==> src/rtl/core/alid_pkg.sv <==
package alid_pkg;

   // widest count and position used inside the cell row (covers a capacity of 1024)
   localparam int CNT_W = 11;
   localparam int GROUP_SIZE = 16;
   localparam int DEFAULT_CAPACITY = 128;

   localparam logic [2:0] OP_CLEAR  = 3'd0;
   localparam logic [2:0] OP_APPEND = 3'd1;
   localparam logic [2:0] OP_READ   = 3'd2;
   localparam logic [2:0] OP_INSERT = 3'd3;
   localparam logic [2:0] OP_DELETE = 3'd4;
   localparam logic [2:0] OP_SEARCH = 3'd5;

   localparam logic [1:0] ST_OK        = 2'd0;
   localparam logic [1:0] ST_NOT_FOUND = 2'd1;
   localparam logic [1:0] ST_BAD_POS   = 2'd2;
   localparam logic [1:0] ST_FULL      = 2'd3;

   typedef struct packed {
      logic [2:0]         operation;
      logic [7:0]         position;
      logic signed [31:0] item_value;
   } req_type;

   typedef struct packed {
      logic [1:0]         status;
      logic [6:0]         found_index;
      logic signed [31:0] read_value;
      logic [7:0]         length;
   } rsp_type;

   typedef enum logic [1:0] {
      CM_HOLD,
      CM_APPEND,
      CM_INSERT,
      CM_DELETE
   } cell_mode_type;

   typedef struct packed {
      cell_mode_type      mode;
      logic               sample;
      logic [CNT_W-1:0]   pos;
      logic [CNT_W-1:0]   count;
      logic signed [31:0] value;
   } cell_ctl_type;

   typedef enum logic [1:0] {
      S_IDLE,
      S_EXEC,
      S_GROUP,
      S_FINAL
   } state_type;

endpackage

==> src/rtl/core/alid_group.sv <==
module alid_group (
   input  logic                                        clock,
   input  logic                                        match [alid_pkg::GROUP_SIZE],
   input  logic                                        sel   [alid_pkg::GROUP_SIZE],
   input  logic signed [31:0]                          data  [alid_pkg::GROUP_SIZE],
   output logic                                        any_hit,
   output logic [$clog2(alid_pkg::GROUP_SIZE)-1:0]     hit_idx,
   output logic signed [31:0]                          rd_data
);
   import alid_pkg::*;

   localparam int GIW = $clog2(GROUP_SIZE);

   logic               any_ff, any_in;
   logic [GIW-1:0]     idx_ff, idx_in;
   logic signed [31:0] rd_ff, rd_in;

   // lowest matching cell wins
   always_comb begin
      any_in = 1'b0;
      idx_in = '0;
      rd_in  = '0;
      for (int i = GROUP_SIZE - 1; i >= 0; i--) begin
         if (match[i]) begin
            any_in = 1'b1;
            idx_in = GIW'(i);
         end
         rd_in = rd_in | (sel[i] ? data[i] : 32'sd0);
      end
   end

   always_ff @(posedge clock) begin
      any_ff <= any_in;
      idx_ff <= idx_in;
      rd_ff  <= rd_in;
   end

   assign any_hit = any_ff;
   assign hit_idx = idx_ff;
   assign rd_data = rd_ff;

endmodule

==> config.mk <==
export PLATFORM = sky130hd
export DESIGN_NAME = alid_group
export DESIGN_NICKNAME = d
export VERILOG_FILES = /design/src/rtl/core/alid_pkg.sv /design/src/rtl/core/alid_group.sv
export SDC_FILE = /design/constraint.sdc
export NUM_CORES = 1
export LEC_CHECK = 0
export BUFFER_PORTS_ARGS = -buffer_cell sky130_fd_sc_hd__buf_2
export CELL_PAD_IN_SITES_DETAIL_PLACEMENT = 1
export CELL_PAD_IN_SITES_GLOBAL_PLACEMENT = 1
export CORE_AREA = 2 2 229 231
export CTS_CLUSTER_SIZE = 28
export DETAILED_ROUTE_END_ITERATION = 8
export DIE_AREA = 0 0 231 233
export PLACE_DENSITY_LB_ADDON = 0.1
export SYNTH_ARGS = -nofsm -noshare
export SYNTH_HDL_FRONTEND = slang
export SYNTH_SLANG_ARGS = --single-unit
==> constraint.sdc <==
create_clock -name clock -period 1.4 [get_ports clock]
set_input_delay 0.21 -clock clock [delete_from_list [all_inputs] [get_ports clock]]
set_output_delay 0.21 -clock clock [all_outputs]
set_load 0.03 [all_outputs]
* Word level (Yosys, flattened, before mapping)
Cells that the tools add are included.
Storage, ports and cells: input port bits 545, register bits 37, logic and storage cells 57, output and inout port bits 37
Cells by class: reduce and logical (&&, ||, !) cells 4, bitwise gates (word level) 15, mux-type cells 32
Operators with widths (number):
- $mux 32 | 16
- $or 32x32->32 | 15
- $mux 4 | 8
- $reduce_or 15->1 | 1
- $mux 3 | 4
- $reduce_or 8->1 | 1
- $mux 2 | 2
- $reduce_or 4->1 | 1
- $mux 1 | 2
- $reduce_or 2->1 | 1

* Logic depth before layout (Yosys ltp)
depth after elaboration 16, mapped depth 4, depth with buffers taken out 4

* Worst setup path after synthesis
OpenSTA, ideal clock, no wires.
path kind input-to-reg, from in match[8] (netlist bit), to reg idx_ff[2], in the netlist hit_idx[2], cell stages on the path 4, setup time 0.115 ns, arrival time 0.898 ns, slack 0.386 ns, required time 1.285 ns, buffers on the path 0, cells stage by stage or2_2 nor3_2 o21ai_0 and3_1
On the way: cells in the longest elaborated chain, start to end 4
Ends and longest elaborated chain:
- start, declared | line alid_group.sv:3 | input logic match [alid_pkg::GROUP_SIZE],
- $mux 3 (4 in series) | line alid_group.sv:24 | if (match[i]) begin
- end signal, assigned | line alid_group.sv:34 | idx_ff <= idx_in;
- end, declared | line alid_group.sv:15 | logic [GIW-1:0] idx_ff, idx_in;
No other way between the ends. A chain may end at the register's enable or synchronous reset.

* Worst setup path after layout
from in sel[1] (netlist bit), to reg rd_ff[21], in the netlist rd_data[21]
On the way: cells in the longest elaborated chain, start to end 16
Ends and longest elaborated chain:
- start, declared | line alid_group.sv:4 | input logic sel [alid_pkg::GROUP_SIZE],
- $mux 32 | line alid_group.sv:28 | rd_in = rd_in | (sel[i] ? data[i] : 32'sd0);
- $or 32x32->32 (15 in series) | line alid_group.sv:28
- net rd_in[21] | line alid_group.sv:16 | logic signed [31:0] rd_ff, rd_in;
- end signal, assigned | line alid_group.sv:35 | rd_ff <= rd_in;
- end, declared | line alid_group.sv:16
The timed path passes the listed nets, and every way through them passes these cells.

==> metrics.cfg <==
[status]
outcome = finished clean

[floorplanning]
core_region_area_um2 = 51090
std_cell_rows = 83
initial_cell_density_of_the_core = 0.07320
die_width_um = 231
die_y_um = 233
num_io_pins = 582
die-area_um2 = 53820

[grt]
global_route.overflow_total = 0
antenna_violations_before_repair = 7
grt_pass1_wl_mm = 57.99
grt_start_max_net_pins = 19
grt_usage = 0.1547
vias_in_the_first_global_route = 7784

[min_path]
min_delay_path_depth = 3
hold-path-endpoint = rd_data[22]$_DFF_P_
hold_path_startpoint = data[438]
hold_class = input pin to flip-flop

[sta]
timing.final.max_slew_violations = 0
final_hold_viol_count = 0
maxSlewHeadroom = 0.6573
holdWs_ns = 0.1058
worstMarginPinSlew_ns = 0.5140
setup_viol_count_final = 0
maximum_achievable_frequency_mhz = 846.3
tmin_final_ns = 1.182
share_of_the_cycle_needed_by_the_critical_path_after_routing = 0.8440
grt_setup_unrepaired = no
setup_total_negative_slack_ns = 0

[clock_network]
clkTransAtPathRegs_ns = 0.07
cts_hold_buffers = 0
htreeDepth = 2
cts_made_buffers = 5
clock-root-buffer = sky130_fd_sc_hd__clkbuf_16
tritoncts_clock_tree = done
numClockSinks = 37
post_cts_buffers = 0
cts.path.max_buffers = 2
cts-resized-gates = 0

[logic_synthesis]
synth_cells = 406
synth_cell_type_count = 25
synth_nets = 951
synth-seq-area-share = 0.1981
synth_top_cell_area_share = 0.2998
postSynthAreaPerCell_um2 = 9.211
synth_area_leader_cell = sky130_fd_sc_hd__a22o_1
synthesis.yosys.warnings = 0
synth.top_cells.by_area = sky130_fd_sc_hd__a22o_1 (30%), sky130_fd_sc_hd__a221oi_1 (29%), sky130_fd_sc_hd__dfxtp_1 (20%), sky130_fd_sc_hd__buf_6 (5.7%), sky130_fd_sc_hd__nand4_1 (5.5%)
syn-cell-area_um2 = 3740
synth_seq_cells = 37

[job]
cap_viol_max_count = 0

[final_layout]
num-nets-final = 1551
area_growth_pct = 116.6
fraction_of_final_layout_cells_with_drive_strength_greater_than_1 = 0.6514
n_fill_cell = 6253
finalInstanceArea_um2 = 8100
multiInputGateArea_um2 = 2635
regArea_um2 = 740.7

[power_and_ir_drop]
power_density_relative_to_cell_area_nw_per_um2 = 611.8
max-vdd-ir-drop_uv = 653.4
p_leak_nw = 3.865
total_power_mw = 4.956

[detailed_routing]
wl_met1_mm = 16.02
final_antenna_violating_net_count = 0
detail_route.vias_per_cell = 4.032
vias = 6818
top_signal_layer_used = met5
wl_mm = 43.24
met3_length_mm = 3.586
drt_first_pass_iters = 4
routed_wire_length_per_instance_um = 25.57
detail_route.drc_violations = 0
detailedRoute.firstIterationViolations = 218
met2WireLength_mm = 22.93

[setup_path]
timing.critical_path.to_type = flip-flop
critical_path_fanout_max = 14
worstPathArrival_ns = 1.38
timing.critical_path.required_ns = 1.59
path_class = input pin to flip-flop
crit_start_category = input pin

[placed_design]
port-buffer-count = 581
detailedPlacementHpwl_mm = 36.91
dp_area_um2 = 7900
globalplace.congestion = 0.7853

==> worst max path at each step <==
stage / end / depth (start not counted) / slack, ns / from
floorplan: hit_idx[2]$_SDFF_PP0_ / 4 / 0.39 / match[8]
global placement: rd_data[21]$_DFF_P_ / 6 / -0.12 / sel[1]
detailed placement: rd_data[19]$_DFF_P_ / 5 / -0.14 / sel[5]
CTS: rd_data[16] / 1 / 0.21 / rd_data[16]$_DFF_P_
global route: rd_data[19]$_DFF_P_ / 5 / 0.15 / sel[5]
finish: rd_data[21]$_DFF_P_ / 6 / 0.22 / sel[1]
==> state kept, by name, indices dropped and copies added, names as in the netlist <==
| signal | count |
|---|---|
| rd_data | 32 |
| any_hit | 1 |
| hit_idx | 4 |
==> layout by cell type (no fill, tap or decap), types with 2 or more instances in the layout <==
| cell | count |
|---|---|
| sky130_fd_sc_hd__nand4_1 | 33 |
| sky130_fd_sc_hd__bufinv_16 | 2 |
| sky130_fd_sc_hd__clkbuf_16 | 5 |
| sky130_fd_sc_hd__buf_4 | 36 |
| sky130_fd_sc_hd__buf_2 | 581 |
| sky130_fd_sc_hd__a21oi_1 | 3 |
| sky130_fd_sc_hd__nand2_1 | 3 |
| sky130_fd_sc_hd__o31ai_1 | 2 |
| sky130_fd_sc_hd__nor2_1 | 7 |
| sky130_fd_sc_hd__dfxtp_1 | 37 |
| sky130_fd_sc_hd__and3_1 | 2 |
| sky130_fd_sc_hd__a22o_1 | 128 |
| sky130_fd_sc_hd__inv_1 | 4 |
| sky130_fd_sc_hd__diode_2 | 4 |
| sky130_fd_sc_hd__o21ai_0 | 2 |
| sky130_fd_sc_hd__a221oi_2 | 4 |
| sky130_fd_sc_hd__a221oi_1 | 124 |
| sky130_fd_sc_hd__buf_12 | 24 |
| sky130_fd_sc_hd__a31oi_1 | 2 |
==> final cells by class <==
| cell class | count | area share |
|---|---|---|
| Multi-Input combinational cell | 317 | 0.3253 |
| Antenna cell | 4 | 0.001236 |
| Clock buffer | 5 | 0.01545 |
| Inverter | 4 | 0.001854 |
| Timing Repair Buffer | 641 | 0.4517 |
| Tap cell | 680 | 0.1050 |
| Sequential cell | 37 | 0.09144 |
| Clock inverter | 3 | 0.008032 |
==> cell usage after synthesis, drive strengths merged <==
library cell,number
a2111oi,1
a21oi,3
a221o,1
a221oi,128
a22o,128
a31oi,2
and3,2
buf,33
clkbuf,15
dfxtp,37
inv,4
nand2,3
nand3,1
nand4,33
nor2,7
nor2b,1
nor3,1
nor4,1
o21ai,2
o31ai,2
or2,1
==> logic make-up (layout without fill, tap and decap cells) <==
family,Yosys count,after routing,share of synthesized area
compound gates,267,267,0.6270
buf+inv,52,653,0.09735
simple gates,50,50,0.07762
flops,37,37,0.1981
other cells,0,4,0
==> critical path, cell delays in order <==
cell	delay, ns
sky130_fd_sc_hd__buf_2	0.13
sky130_fd_sc_hd__buf_12	0.16
sky130_fd_sc_hd__a22o_1	0.21
sky130_fd_sc_hd__a221oi_1	0.37
sky130_fd_sc_hd__buf_4	0.20
sky130_fd_sc_hd__nand4_1	0.08
==> layer usage <==
metal | track usage | up-vias
met5 | 0 | -
met4 | 0.03790 | 2
met3 | 0.05123 | 42
met2 | 0.2968 | 369
met1 | 0.1603 | 3298
li1 | - | 3107
==> through the flow <==
stage                 util  std cells  setup WS, ns
floorplan                -        406        0.3861
global placement    0.1546       1679       -0.1235
detailed placement  0.1546       1679       -0.1435
CTS                 0.1583       1687        0.2132
global route        0.1585       1690        0.1549
finish              0.1585       1691        0.2184
==> power by group <==
part	leakage (nW)	switching (mW)	internal [mW]	total [mW]
sequential	0.300	0.00393	1.07	1.07
combinational	3.47	1.04	1.14	2.18
clock	0.0938	0.677	1.02	1.70
total	3.87	1.72	3.23	4.96
No activity file was read; power rests on OpenSTA's default activity.
