<file path="src/rtl/core/alid_pkg.sv">
package alid_pkg;

   // widest count and position used inside the cell row (covers a capacity of 1024)
   localparam int CNT_W = 11;
   localparam int GROUP_SIZE = 16;
   localparam int DEFAULT_CAPACITY = 128;

   localparam logic [2:0] OP_CLEAR  = 3'd0;
   localparam logic [2:0] OP_APPEND = 3'd1;
   localparam logic [2:0] OP_READ   = 3'd2;
   localparam logic [2:0] OP_INSERT = 3'd3;
   localparam logic [2:0] OP_DELETE = 3'd4;
   localparam logic [2:0] OP_SEARCH = 3'd5;

   localparam logic [1:0] ST_OK        = 2'd0;
   localparam logic [1:0] ST_NOT_FOUND = 2'd1;
   localparam logic [1:0] ST_BAD_POS   = 2'd2;
   localparam logic [1:0] ST_FULL      = 2'd3;

   typedef struct packed {
      logic [2:0]         operation;
      logic [7:0]         position;
      logic signed [31:0] item_value;
   } req_type;

   typedef struct packed {
      logic [1:0]         status;
      logic [6:0]         found_index;
      logic signed [31:0] read_value;
      logic [7:0]         length;
   } rsp_type;

   typedef enum logic [1:0] {
      CM_HOLD,
      CM_APPEND,
      CM_INSERT,
      CM_DELETE
   } cell_mode_type;

   typedef struct packed {
      cell_mode_type      mode;
      logic               sample;
      logic [CNT_W-1:0]   pos;
      logic [CNT_W-1:0]   count;
      logic signed [31:0] value;
   } cell_ctl_type;

   typedef enum logic [1:0] {
      S_IDLE,
      S_EXEC,
      S_GROUP,
      S_FINAL
   } state_type;

endpackage

</file>
<file path="src/rtl/core/alid_cell.sv">
module alid_cell #(
   parameter int IDX = 0
) (
   input  logic                       clock,
   input  logic                       reset,
   input  alid_pkg::cell_ctl_type     ctl,
   input  logic signed [31:0]         left_entry,
   input  logic signed [31:0]         right_entry,
   output logic signed [31:0]         entry,
   output logic                       match,
   output logic                       sel
);
   import alid_pkg::*;

   localparam logic [CNT_W-1:0] MY_IDX = CNT_W'(IDX);

   logic signed [31:0] entry_ff, entry_in;
   logic               match_ff, match_in;
   logic               sel_ff, sel_in;

   always_comb begin
      entry_in = entry_ff;
      case (ctl.mode)
         CM_APPEND: begin
            if (MY_IDX == ctl.count) entry_in = ctl.value;
         end
         CM_INSERT: begin
            if (MY_IDX == ctl.pos) entry_in = ctl.value;
            else if (MY_IDX > ctl.pos) entry_in = left_entry;
         end
         CM_DELETE: begin
            if (MY_IDX >= ctl.pos) entry_in = right_entry;
         end
         default: entry_in = entry_ff;
      endcase
   end

   // flags look at the contents before this cycle's update
   always_comb begin
      match_in = match_ff;
      sel_in   = sel_ff;
      if (ctl.sample) begin
         match_in = (entry_ff == ctl.value) && (MY_IDX < ctl.count);
         sel_in   = (MY_IDX == ctl.pos);
      end
   end

   always_ff @(posedge clock) begin
      entry_ff <= entry_in;
   end

   always_ff @(posedge clock) begin
      if (reset) begin
         match_ff <= 1'b0;
         sel_ff   <= 1'b0;
      end else begin
         match_ff <= match_in;
         sel_ff   <= sel_in;
      end
   end

   assign entry = entry_ff;
   assign match = match_ff;
   assign sel   = sel_ff;

endmodule

</file>
<file path="config.mk">
export PLATFORM = sky130hd
export DESIGN_NAME = alid_cell
export DESIGN_NICKNAME = d
export VERILOG_FILES = /design/src/rtl/core/alid_pkg.sv /design/src/rtl/core/alid_cell.sv
export SDC_FILE = /design/constraint.sdc
export NUM_CORES = 1
export LEC_CHECK = 0
export ABC_AREA = 1
export BUFFER_PORTS_ARGS = -buffer_cell sky130_fd_sc_hd__buf_4
export CORE_AREA = 4 4 82 84
export CTS_CLUSTER_SIZE = 12
export DETAILED_ROUTE_END_ITERATION = 16
export DIE_AREA = 0 0 86 88
export PLACE_DENSITY = 0.84
export SLEW_MARGIN = 20
export SYNTH_ARGS = -nofsm -noshare
export SYNTH_HDL_FRONTEND = slang
export SYNTH_SLANG_ARGS = --single-unit
</file>
<file path="constraint.sdc">
create_clock -name clock -period 10.44 [get_ports clock]
set_clock_uncertainty 0.2 [all_clocks]
set_input_delay 1.044 -clock clock [delete_from_list [all_inputs] [get_ports clock]]
set_output_delay 1.044 -clock clock [all_outputs]
set_load 0.005 [all_outputs]
</file>
# Word-level counts from Yosys, hierarchy flattened
# Index checks and enable logic that the tools add are counted.
# totals
ramBits,0
memories,0
rom_bits,0
inputBits,123
regBits,34
latchBits,0
# op_classes
multipliers,0
div,0
n_mux,5
magnitude_cmp,3
n_addsub,0
shift,0
n_eq_ne,7
reduce_logical,5
bitwise_logic,0
# ops
cell,count
two-way mux 32 bit,4
case mux 32 bit (3 select lines),1
equality test 32 bit,1
logical NOT 11 bit,2
greater-or-equal comparator 1 x 11 -> 1 bit (first input constant),1
> comparator 1 x 11 -> 1 bit (first input constant),1
less-than comparator 1 x 11 -> 1 bit (first input constant),1
equality test 2 bit (second input constant),2
!= test 2 bit (second input constant),2
AND reduction 4 bit,1
!= test 3 bit (second input constant),1
nonzero test 3 bit,1
equality test 2 x 1 -> 1 bit (second input constant),1
logical AND 1 bit,1

# Logic depth before layout (Yosys ltp)
# Gate-level depths: netlist of run 1.
# depth
word_depth,4
mapped_depth,10
mapped_depth_nobuf,10

# Worst setup path before layout of run 1
# No wires, ideal clock.
# synth_path
kind,input-to-reg
startpoint,input ctl[44] (netlist name)
endpoint,register entry_ff[0] (netlist: entry[0]) (enable)
setup_time_ns,0.432
slack_ns,6.286
path_stages,5
arrival_ns,3.522
cell_sequence,or2_1 > nor4_4 > nand2_2 > buf_2 > a21oi_1
# synth_between
elab_chain_len,3
elab_cells_between_ends,6
classes_between,order compare: 2; eq/ne: 2; reduce/logical: 2
# synth_lines
item,line_no,rtl
from (decl),alid_cell.sv:6,"input alid_pkg::cell_ctl_type ctl,"
"> comparator 1 x 11 -> 1 bit, or another cell as far along",alid_cell.sv:29,else if (MY_IDX > ctl.pos) entry_in = left_entry;
!= test 3 bit (no line) / != test 2 bit (equally long branches),n/a,
AND reduction 4 bit (no line) (*),n/a,
to (signal assigned),alid_cell.sv:49,entry_ff <= entry_in;
to (decl),alid_cell.sv:17,"logic signed [31:0] entry_ff, entry_in;"
# Every way passes the cells marked *; elsewhere a longest branch is shown, timed or not.
# A chain may end at the register's enable or synchronous reset.

# Final worst setup path of run 1
# layout_path
startpoint,input ctl[44] (netlist name)
endpoint,register entry_ff[8] (netlist: entry[8]) (enable)
# Same word-level chain as after synthesis.

==> results of run 1 <==
how the worst max path moves through the flow:
stage / cells after the start / slack (ns) / endpoint
floorplan: 5 / 6.29 / entry[0]
global placement: 6 / 6.36 / entry[10]
detailed placement: 6 / 6.31 / entry[29]
CTS: 6 / 6.59 / entry[16]
global route: 6 / 6.41 / entry[8]
finish: 6 / 6.58 / entry[8]
sequential cells by signal, summed over array words and instances (netlist names):
| name | cells |
|---|---|
| match | 1 |
| sel | 1 |
| entry | 32 |
per-stage QoR:
step / total power, mW / util (%)
2_1_floorplan: 0.2433 / -
3_3_place_gp: 0.3214 / 68.85
3_5_place_dp: 0.3254 / 68.85
4_1_cts: 0.4277 / 70.39
5_1_grt: 0.4499 / 70.39
6_report: 0.4259 / 70.39
routing by layer:
metal / vias up / global-route usage [%]
li1: 1691 / -
met1: 1528 / 28.88
met2: 175 / 46.11
met3: 20 / 5.174
met4: 0 / 7.050
met5: - / 0
power breakdown:
part           total (mW)  switching (mW)  internal (mW)
Clock               0.103          0.0496         0.0533
Sequential          0.184          0.0131          0.171
Combinational       0.139          0.0655         0.0732
Total               0.426           0.128          0.298
final cells by class:
| class | instances | area (sq um) |
|---|---|---|
| inverter | 88 | 330.3 |
| timing repair buffer | 161 | 1209 |
| tap | 75 | 93.84 |
| clock inverter | 1 | 5.005 |
| multi-input combinational | 298 | 1443 |
| sequential | 34 | 1001 |
| fill | 520 | 1753 |
| clock buffer | 7 | 86.33 |
cells in the final DEF, fill, tap and decap left out, types with 2 or more instances in the layout:
cell type  instances
xor2_1             2
ha_1               3
inv_1             88
dfxtp_1            2
nand3_1           60
nand2_1          157
o21ai_0            4
nor3_1             2
clkbuf_8           6
a22oi_1           32
nor2_1            20
edfxtp_1          32
nand3b_1           4
a21oi_1            2
xnor2_1            3
buf_4            161
cell families (layout without fill, tap and decap cells):
family          Yosys count  after routing  synth area share [%]
compound gates           41             41                 10.19
xor+xnor                  5              5                 1.543
flops                    34             34                 35.27
buf+inv                 108            257                 14.55
fa+ha+maj                 3              3                 1.323
simple gates            249            249                 37.13
worst register-to-register path, cell delays in order (launching register included):
cell and delay, ns:
edfxtp_1 0.42, inv_1 0.08, nand2_1 0.05, nand2_1 0.06
nand2_1 0.07, nor2_1 0.12, nand2_1 0.07, nor2_1 0.16
nand3_1 0.11, a21oi_1 0.13
==> results by group, run 1 <==
Status
  – Outcome: finished clean

Floorplanning
  – Rows: 28
  – Die Width: 86 um
  – Die Area: 0.007568 sq mm
  – Die height: 88 um
  – Core area: 0.005921 sq mm
  – IO Count: 157
  – Initial cell density of the core: 47.93%

Critical path
  – Reg2reg end: match
  – Critical path origin: ctl[44]
  – Number of buffers and inverters on the critical path: 2
  – Crit-path leading delay family: compound AO/OA/AOI/OAI gates
  – Maximum fanout along the worst path: 34
  – Slowest Stage Delay on Critical Path: 1.05 ns
  – Nature of the critical path startpoint: input pin
  – Crit path required time: 10.14 ns
  – Worst path most repeated cell: buf_4
  – Critical Path, Cell by Cell: buf_4 -> or2_1 -> nor4_4 -> buf_4 -> nand2_2 -> a21oi_4
  – Reg2Reg Depth: 9
  – CP arrival: 3.56 ns
  – R2R setup slack: 8.92 ns
  – Kind of critical path: in -> reg
  – Worst path slowest cell: a21oi_4
  – Setup crit end kind: flip-flop
  – FF-to-FF Start: entry[10]

CTS
  – Root Driver: clkbuf_8
  – # hold bufs at CTS: 0
  – CTS buffer count: 5
  – Clock sink total: 34
  – CTS clk-pin slew, worst paths: 0.07 ns
  – CTS tree: yes
  – Post CTS Setup Buffer Count: 0
  – H-tree Lvls: 2
  – Later-pin clock latency in the skew report: 0.29 ns
  – Max Root-Sink Buffers: 2
  – PostCTS Resize Cnt: 0

Drt
  – WL met3: 949 um
  – Top Metal Used: met4
  – Final ANT Viol Nets: 0
  – DRC Markers: 0
  – First DRT Iteration DRCs: 180
  – Vias: 3414
  – Met1 wire length: 3416 um
  – Length of routed met2 wiring: 5112 um
  – Final wirelength: 9662 um
  – Drt pass-1 iters: 5
  – Wire per inst: 14.55 um
  – DR vias/cell: 5.142

Global routing
  – First-pass GRT wire length: 14910 um
  – Grt total ovfl: 0
  – Antenna violations before repair: 0
  – Largest net degree at the start of global routing: 35
  – Vias in the first global route: 3303
  – GRT Util Overall: 24.88%

STA
  – WHS: 0.2634 ns
  – Final Max Slew Viols: 0
  – Final Hold Viols: 0
  – Worst slew pin tran: 1.117 ns
  – RSZ-0062 raised after global routing: no
  – Final setup viols: 0
  – Clock period minus worst slack: 3.856 ns
  – Final period util: 36.93%
  – Total negative setup slack: 0 ns
  – Slew margin rel.: 25.39%
  – Post-route worst setup slack: 6.584 ns
  – F_max: 0.2594 GHz

Synth
  – Synth area leaders: edfxtp_1 34%, nand2_1 21%, inv_1 12%, nand3_1 11%, a22oi_1 8.5%
  – Largest area contributor in the synthesized netlist: edfxtp_1
  – Number of synthesized flops with an enable pin: 32
  – Sequential area share after synthesis: 35.27%
  – Top cell type's share of synthesized area: 33.86%
  – Top FF cell, synth: edfxtp_1
  – Avg Inst Size Synth: 6.449 sq um
  – Post-synth cell types: 22
  – Async S/R FF share, synth: 0%
  – Synth warn: 0
  – Seq cells post-synth: 34
  – Post-synthesis cell area: 0.002838 sq mm
  – Top-count cell post-synth: nand2_1
  – Synth cell count leaders: 157 x nand2_1, 88 x inv_1, 60 x nand3_1, 32 x a22oi_1, 32 x edfxtp_1
  – Post-Synthesis Cells: 440
  – Syn Nets: 566

Worst hold path
  – Hold Path End: match
  – Worst Hold Class: reg -> reg
  – Hold depth: 2
  – Worst Hold Launch: match

Finish
  – Layout overhead on the synthesized area: 46.87%
  – Design area: 0.004168 sq mm
  – Fin nets: 714
  – Share of cells above drive strength 1: 29.37%
  – # diodes: 0
  – Non-filler cells, final: 664

Placement
  – Placed instance area: 0.004076 sq mm
  – Dpl ws: 6.310 ns
  – DP Wirelength: 7309 um
  – Port Buf Inserts: 156
  – Placed Instances: 656
  – Final GP Congestion: 0.8207

Power
  – PwrDens: 102.2 mW/mm^2
  – IR Drop Worst-Case VDD: 0.06439 mV
  – Leakage: 2.340 nW

Job
  – Max-capacitance violation count: 0
No activity file was read; power rests on OpenSTA's default activity.
==> run 2, diff against run 1 <==
Settings changed: CORE_AREA 4 4 82 84 to 4 4 85 87, DIE_AREA 0 0 86 88 to 0 0 89 91, PLACE_DENSITY 0.84 to 0.79.
Clock period 10.44 ns to 3.6 ns, I/O delays scaled along.
==> run 2 against run 1 <==
  * Worst setup slack worse by 5.1 ns
  * Cell count grew 0.60%
  * Via count is 0.29% lower
  * Combinational power grew to 2.9 times the previous value
  * Register-to-register slack worse by 6.8 ns
  * Die area rose by 7.0%
  * Non-clock buffer count grew 2
  * Clock power rose to 3.3 times the previous value
  * First-iteration DRC count increased by 12%
  * Global-route usage decreased by 1.5 points
  * Sequential cell count is the same
  * Largest cell class unchanged
==> results by group, run 2 (synthesis gave the netlist of run 1 again) <==
STA
  – Clock period minus worst slack: 2.110 ns
  – Slew margin rel.: 72.46% (+47 points)
  – Final period util: 58.62%
  – F_max: 0.4739 GHz
  – Worst slew pin tran: 0.4123 ns (-0.7045 ns)
  – RSZ-0062 raised after global routing: no
  – Total negative setup slack: 0 ns (unchanged)
  – Final Max Slew Viols: 0 (unchanged)
  – Final Hold Viols: 0 (unchanged)
  – Final setup viols: 0 (unchanged)

Finish
  – Layout overhead on the synthesized area: 48.02%
  – Most frequent cells in the layout: 163 x buf_4, 157 x nand2_1, 88 x inv_1
  – Share of cells above drive strength 1: 29.44% (+0.070 points)
  – Non-filler cells, final: 668 (+0.60%)
  – Final Util: 66.15% (-4.2 points)
  – # diodes: 0 (unchanged)
  – Number of flip-flops in the largest register: 32 (unchanged)
  – Commonest non-fill, non-tap cell in the layout: buf_4
  – Design area: 0.004200 sq mm (+0.78%)
  – Fin nets: 716 (+0.28%)

CTS
  – Max Root-Sink Buffers: 2 (unchanged)
  – H-tree Lvls: 2 (unchanged)
  – # hold bufs at CTS: 0 (unchanged)
  – CTS clk-pin slew, worst paths: 0.07 ns (about the same)
  – Later-pin clock latency in the skew report: 0.28 ns (about the same)
  – Root Driver: clkbuf_8
  – PostCTS Resize Cnt: 0 (unchanged)
  – CTS tree: yes
  – Clock sink total: 34 (unchanged)
  – CTS buffer count: 5 (unchanged)
  – Post CTS Setup Buffer Count: 0 (unchanged)

Critical path
  – CP arrival: 1.88 ns (-1.68 ns)
  – R2R setup slack: 2.11 ns (-6.81 ns)
  – Worst path slowest cell: a21oi_4
  – Nature of the critical path startpoint: input pin
  – Kind of critical path: in -> reg
  – Worst path most repeated cell: buf_4
  – Setup crit end kind: flip-flop
  – Reg2Reg Depth: 7 (-2)
  – Slowest Stage Delay on Critical Path: 0.39 ns (-0.66 ns)
  – Worst Setup EP: entry[11]
  – Maximum fanout along the worst path: 22 (-35%)
  – Crit path required time: 3.37 ns (-6.77 ns)
  – FF-to-FF Start: entry[26]
  – Crit-path leading delay family: simple AND/OR/NAND/NOR gates
  – Reg2reg end: match
  – Critical path origin: ctl[44]
  – Number of buffers and inverters on the critical path: 2 (unchanged)
  – Critical path depth: 6 (unchanged)
  – Critical Path, Cell by Cell: buf_4 -> or2_1 -> nor4_4 -> nand2_2 -> a21oi_4 -> buf_4

Global routing
  – Vias in the first global route: 3331 (+0.85%)
  – GRT Util Overall: 23.36% (-1.5 points)
  – Antenna violations before repair: 0 (unchanged)
  – First-pass GRT wire length: 15120 um (+1.4%)
  – Grt total ovfl: 0 (unchanged)
  – Largest net degree at the start of global routing: 34 (-2.9%)

Worst hold path
  – Hold depth: 2 (unchanged)
  – Worst Hold Class: in -> reg

Power
  – Total Power: 1.281 mW (+200%)
  – Switch share: 28.43% (-1.7 points)
  – Comb pwr share: 31.4% (-1.2 points)
  – Leakage: 2.353 nW (+0.58%)
  – PwrDens: 305.0 mW/mm^2 (+200%)
  – Switching Power: 0.3643 mW (+180%)
  – P_int: 0.9170 mW (+210%)
  – IR Drop Worst-Case VDD: 0.2492 mV (+290%)
  – Clock power share: 26.9% (+2.7 points)
  – Part of the power in registers: 41.7% (-1.6 points)

Drt
  – First DRT Iteration DRCs: 202 (+12%)
  – Final wirelength: 9811 um (+1.5%)
  – Vias: 3404 (-0.29%)
  – Wire per inst: 14.69 um (+0.93%)
  – Final ANT Viol Nets: 0 (unchanged)
  – Drt pass-1 iters: 5 (unchanged)
  – DRC Markers: 0 (unchanged)
  – DR vias/cell: 5.096 (-0.89%)

Floorplanning
  – IO Count: 157 (unchanged)
  – Initial cell density of the core: 44.69% (-3.2 points)
  – Rows: 29 (+3.6%)
  – Core area: 0.006350 sq mm (+7.2%)
  – Die Area: 0.008099 sq mm (+7.0%)
  – Die height: 91 um (+3.4%)
  – Die Width: 89 um (+3.5%)

Status
  – Outcome: finished clean

Placement
  – Port Buf Inserts: 156 (unchanged)
  – Placed Instances: 660 (+0.61%)
  – DP Wirelength: 7362 um (+0.72%)
  – Placed instance area: 0.004094 sq mm (+0.43%)
  – Final GP Congestion: 0.9102 (+11%)

Job
  – Max-capacitance violation count: 0 (unchanged)
==> run 2: cell types whose count changed in the layout (fill, tap and decap cells not counted), sizes merged <==
cell,change
clkinv,-1
bufinv,+1
buf,+2
==> run 2: layout make-up <==
cell class / count / area (sq um)
fill: 582 / 2150
multi-input combinational: 298 / 1443
timing repair buffer: 163 / 1224
sequential: 34 / 1001
inverter: 88 / 330.3
tap: 77 / 96.34
clock buffer: 7 / 76.32
clock inverter: 1 / 30.03
==> run 2: per-stage QoR <==
stage	worst slack, ns	hold WS, ns
2_1_floorplan	0.1301	0.2291
6_report	1.490	0.03820
5_1_grt	1.373	0.03650
4_1_cts	1.480	0.03467
3_5_place_dp	1.191	0.2786
3_3_place_gp	1.240	0.2701
==> run 2: worst min-delay path by stage <==
stage,start,to,slack (ns)
6_report,reset,match,0.04
5_1_grt,reset,match,0.04
4_1_cts,reset,match,0.03
3_5_place_dp,match,match,0.28
3_3_place_gp,match,match,0.27
2_1_floorplan,reset,match,0.23
==> run 2: layer usage <==
metal | global-route usage (%) | wire length (um) | part of all wire [%] | vias to the layer above
li1 | - | - | - | 1693
met5 | 0 | 0 | 0 | -
met2 | 40.41 | 4847 | 49 | 165
met4 | 6.079 | 177 | 1.8 | 0
met1 | 29.08 | 3787 | 39 | 1526
met3 | 5.158 | 998 | 10 | 20
==> run 2: power groups by stage <==
stage                     clock network [mW]  registers, mW  logic, mW
final                                  0.344          0.535      0.402
after global routing                   0.358          0.541      0.450
after CTS                              0.345          0.534      0.405
after detailed placement                   0          0.541      0.405
after global placement                     0          0.541      0.396
after floorplan                            0          0.540      0.166
==> run 3, diff against run 2 <==
Settings changed: CORE_AREA 4 4 85 87 to 4 4 89 91, DIE_AREA 0 0 89 91 to 0 0 93 95, PLACE_DENSITY 0.79 to 0.76.
Clock period 3.6 ns to 1.9 ns, I/O delays scaled along.
==> run 3 against run 2 <==
  * Global-route usage is 0.075 points lower
  * Clock power is 96% higher
  * Highest routed layer unchanged
  * Hold slack got worse by 0.032 ns
==> results by group, run 3 (synthesis gave the netlist of run 1 again) <==
STA
  – F_max: 0.5493 GHz
  – Final period util: 95.81%
  – Final Max Slew Viols: 0 (unchanged)
  – Slew margin rel.: 73.38% (+0.93 points)
  – Final setup viols: 0 (unchanged)
  – Final Hold Viols: 0 (unchanged)
  – Post-route worst setup slack: 0.07961 ns (-1.410 ns)
  – RSZ-0062 raised after global routing: no
  – Clock period minus worst slack: 1.820 ns
  – Worst slew pin tran: 0.3951 ns (-0.01715 ns)

CTS
  – Max Root-Sink Buffers: 2 (unchanged)
  – Clock sink total: 34 (unchanged)
  – CTS buffer count: 5 (unchanged)
  – CTS clk-pin slew, worst paths: 0.08 ns (about the same)
  – Later-pin clock latency in the skew report: 0.29 ns (about the same)
  – CTS tree: yes
  – H-tree Lvls: 2 (unchanged)
  – Root Driver: clkbuf_8

Critical path
  – Maximum fanout along the worst path: 32 (+45%)
  – Kind of critical path: in -> reg
  – Crit path required time: 1.87 ns (-1.50 ns)
  – Number of buffers and inverters on the critical path: 3 (+1)
  – Worst path slowest cell: dlygate4sd3_1
  – Crit-path leading delay family: buffers and inverters
  – Slowest Stage Delay on Critical Path: 0.59 ns (+0.20 ns)
  – Critical Path, Cell by Cell: buf_4 -> ha_1 -> nor2_2 -> buf_6 -> a22oi_1 -> dlygate4sd3_1 -> nand2_1
  – Setup crit end kind: flip-flop
  – Nature of the critical path startpoint: input pin
  – CP arrival: 1.79 ns (-0.09 ns)

Power
  – Total Power: 2.492 mW (+95%)
  – IR Drop Worst-Case VDD: 0.3498 mV (+40%)
  – Leakage: 2.448 nW (+4.0%)
  – PwrDens: 563.3 mW/mm^2 (+85%)

Floorplanning
  – Die height: 95 um (+4.4%)
  – Die Width: 93 um (+4.5%)
  – Initial cell density of the core: 39.76% (-4.9 points)
  – Rows: 31 (+6.9%)
  – IO Count: 157 (unchanged)
  – Die Area: 0.008835 sq mm (+9.1%)
  – Core area: 0.007137 sq mm (+12%)

Placement
  – Port Buf Inserts: 156 (unchanged)
  – DP Wirelength: 8009 um (+8.8%)
  – Dpl ws: 0.04147 ns (-1.150 ns)
  – Final GP Congestion: 0.8122 (-11%)
  – Placed Instances: 689 (+4.4%)
  – Placed instance area: 0.004202 sq mm (+2.6%)

Finish
  – Commonest non-fill, non-tap cell in the layout: buf_4
  – Non-filler cells, final: 708 (+6.0%)
  – Fin nets: 734 (+2.5%)
  – Most frequent cells in the layout: 167 x buf_4, 157 x nand2_1, 88 x inv_1
  – Final Util: 61.99% (-4.2 points)
  – Share of cells above drive strength 1: 30.21% (+0.77 points)
  – Number of flip-flops in the largest register: 32 (unchanged)
  – Design area: 0.004424 sq mm (+5.3%)
  – Layout overhead on the synthesized area: 55.91%
  – # diodes: 0 (unchanged)

Global routing
  – Vias in the first global route: 3475 (+4.3%)
  – Largest net degree at the start of global routing: 33 (-2.9%)
  – Antenna violations before repair: 0 (unchanged)
  – GRT Util Overall: 23.29% (-0.075 points)
  – Grt total ovfl: 0 (unchanged)
  – First-pass GRT wire length: 16330 um (+7.9%)

Worst hold path
  – Worst Hold Class: in -> reg

Drt
  – First DRT Iteration DRCs: 224 (+11%)
  – Vias: 3476 (+2.1%)
  – Drt pass-1 iters: 5 (unchanged)
  – Wire per inst: 14.74 um (+0.39%)
  – Final ANT Viol Nets: 0 (unchanged)
  – DRC Markers: 0 (unchanged)
  – DR vias/cell: 4.910 (-3.7%)
  – Final wirelength: 10440 um (+6.4%)

Status
  – Outcome: finished clean

Job
  – Max-capacitance violation count: 0 (unchanged)
[run 3: path summary, 6_finish.rpt]
check | start | endpoint | slack, ns | depth (start not counted)
min | right_entry[10] | entry[10] | 0.006 | 3
max reg2reg | entry[10] | match | 0.29 | 9
min reg2reg | match | match | 0.26 | 2
max | ctl[55] | entry[24] | 0.08 | 7
[run 3: what timing repair did]
action / CTS / global route
hold endpoints to repair: 10 / 0
buffers inserted: 0 / 0
resized for setup: 0 / 1
hold buffers: 11 / 0
endpoints found under the setup margin: 0 / 1
[run 3: stage by stage]
step	TNS [ns]	hold WS [ns]
after floorplan	-10.36	0.05907
final	0	0.006086
after CTS	0	0.00006084
after global routing	0	0.01141
after detailed placement	0	0.1570
after global placement	0	0.1552
[run 3: layout make-up]
type                    count  area (sq um)
clock buffers               5         68.82
well taps                  99         123.9
inverters                  88         330.3
multi-input cells         298          1445
clock inverters             3         40.04
repair buffers            181          1415
fillers                   710          2713
flip-flops and latches     34          1001
[run 3: tightest hold or removal path: stages]
cell and delay (ns):
buf_4 0.08, a22oi_1 0.07, nand2_1 0.07
[run 3: power by group]
group	internal, mW	leakage [nW]	switching [mW]
Clock	0.386	0.0579	0.287
Combinational	0.432	2.08	0.376
Sequential	0.939	0.313	0.0733
[run 3: metal layers]
metal | global-route usage [%] | wire length (um) | vias up
li1 | - | - | 1729
met1 | 28.33 | 4076 | 1551
met4 | 7.570 | 186 | 0
met3 | 5.578 | 1085 | 18
met5 | 0 | 0 | -
met2 | 40.55 | 5091 | 178
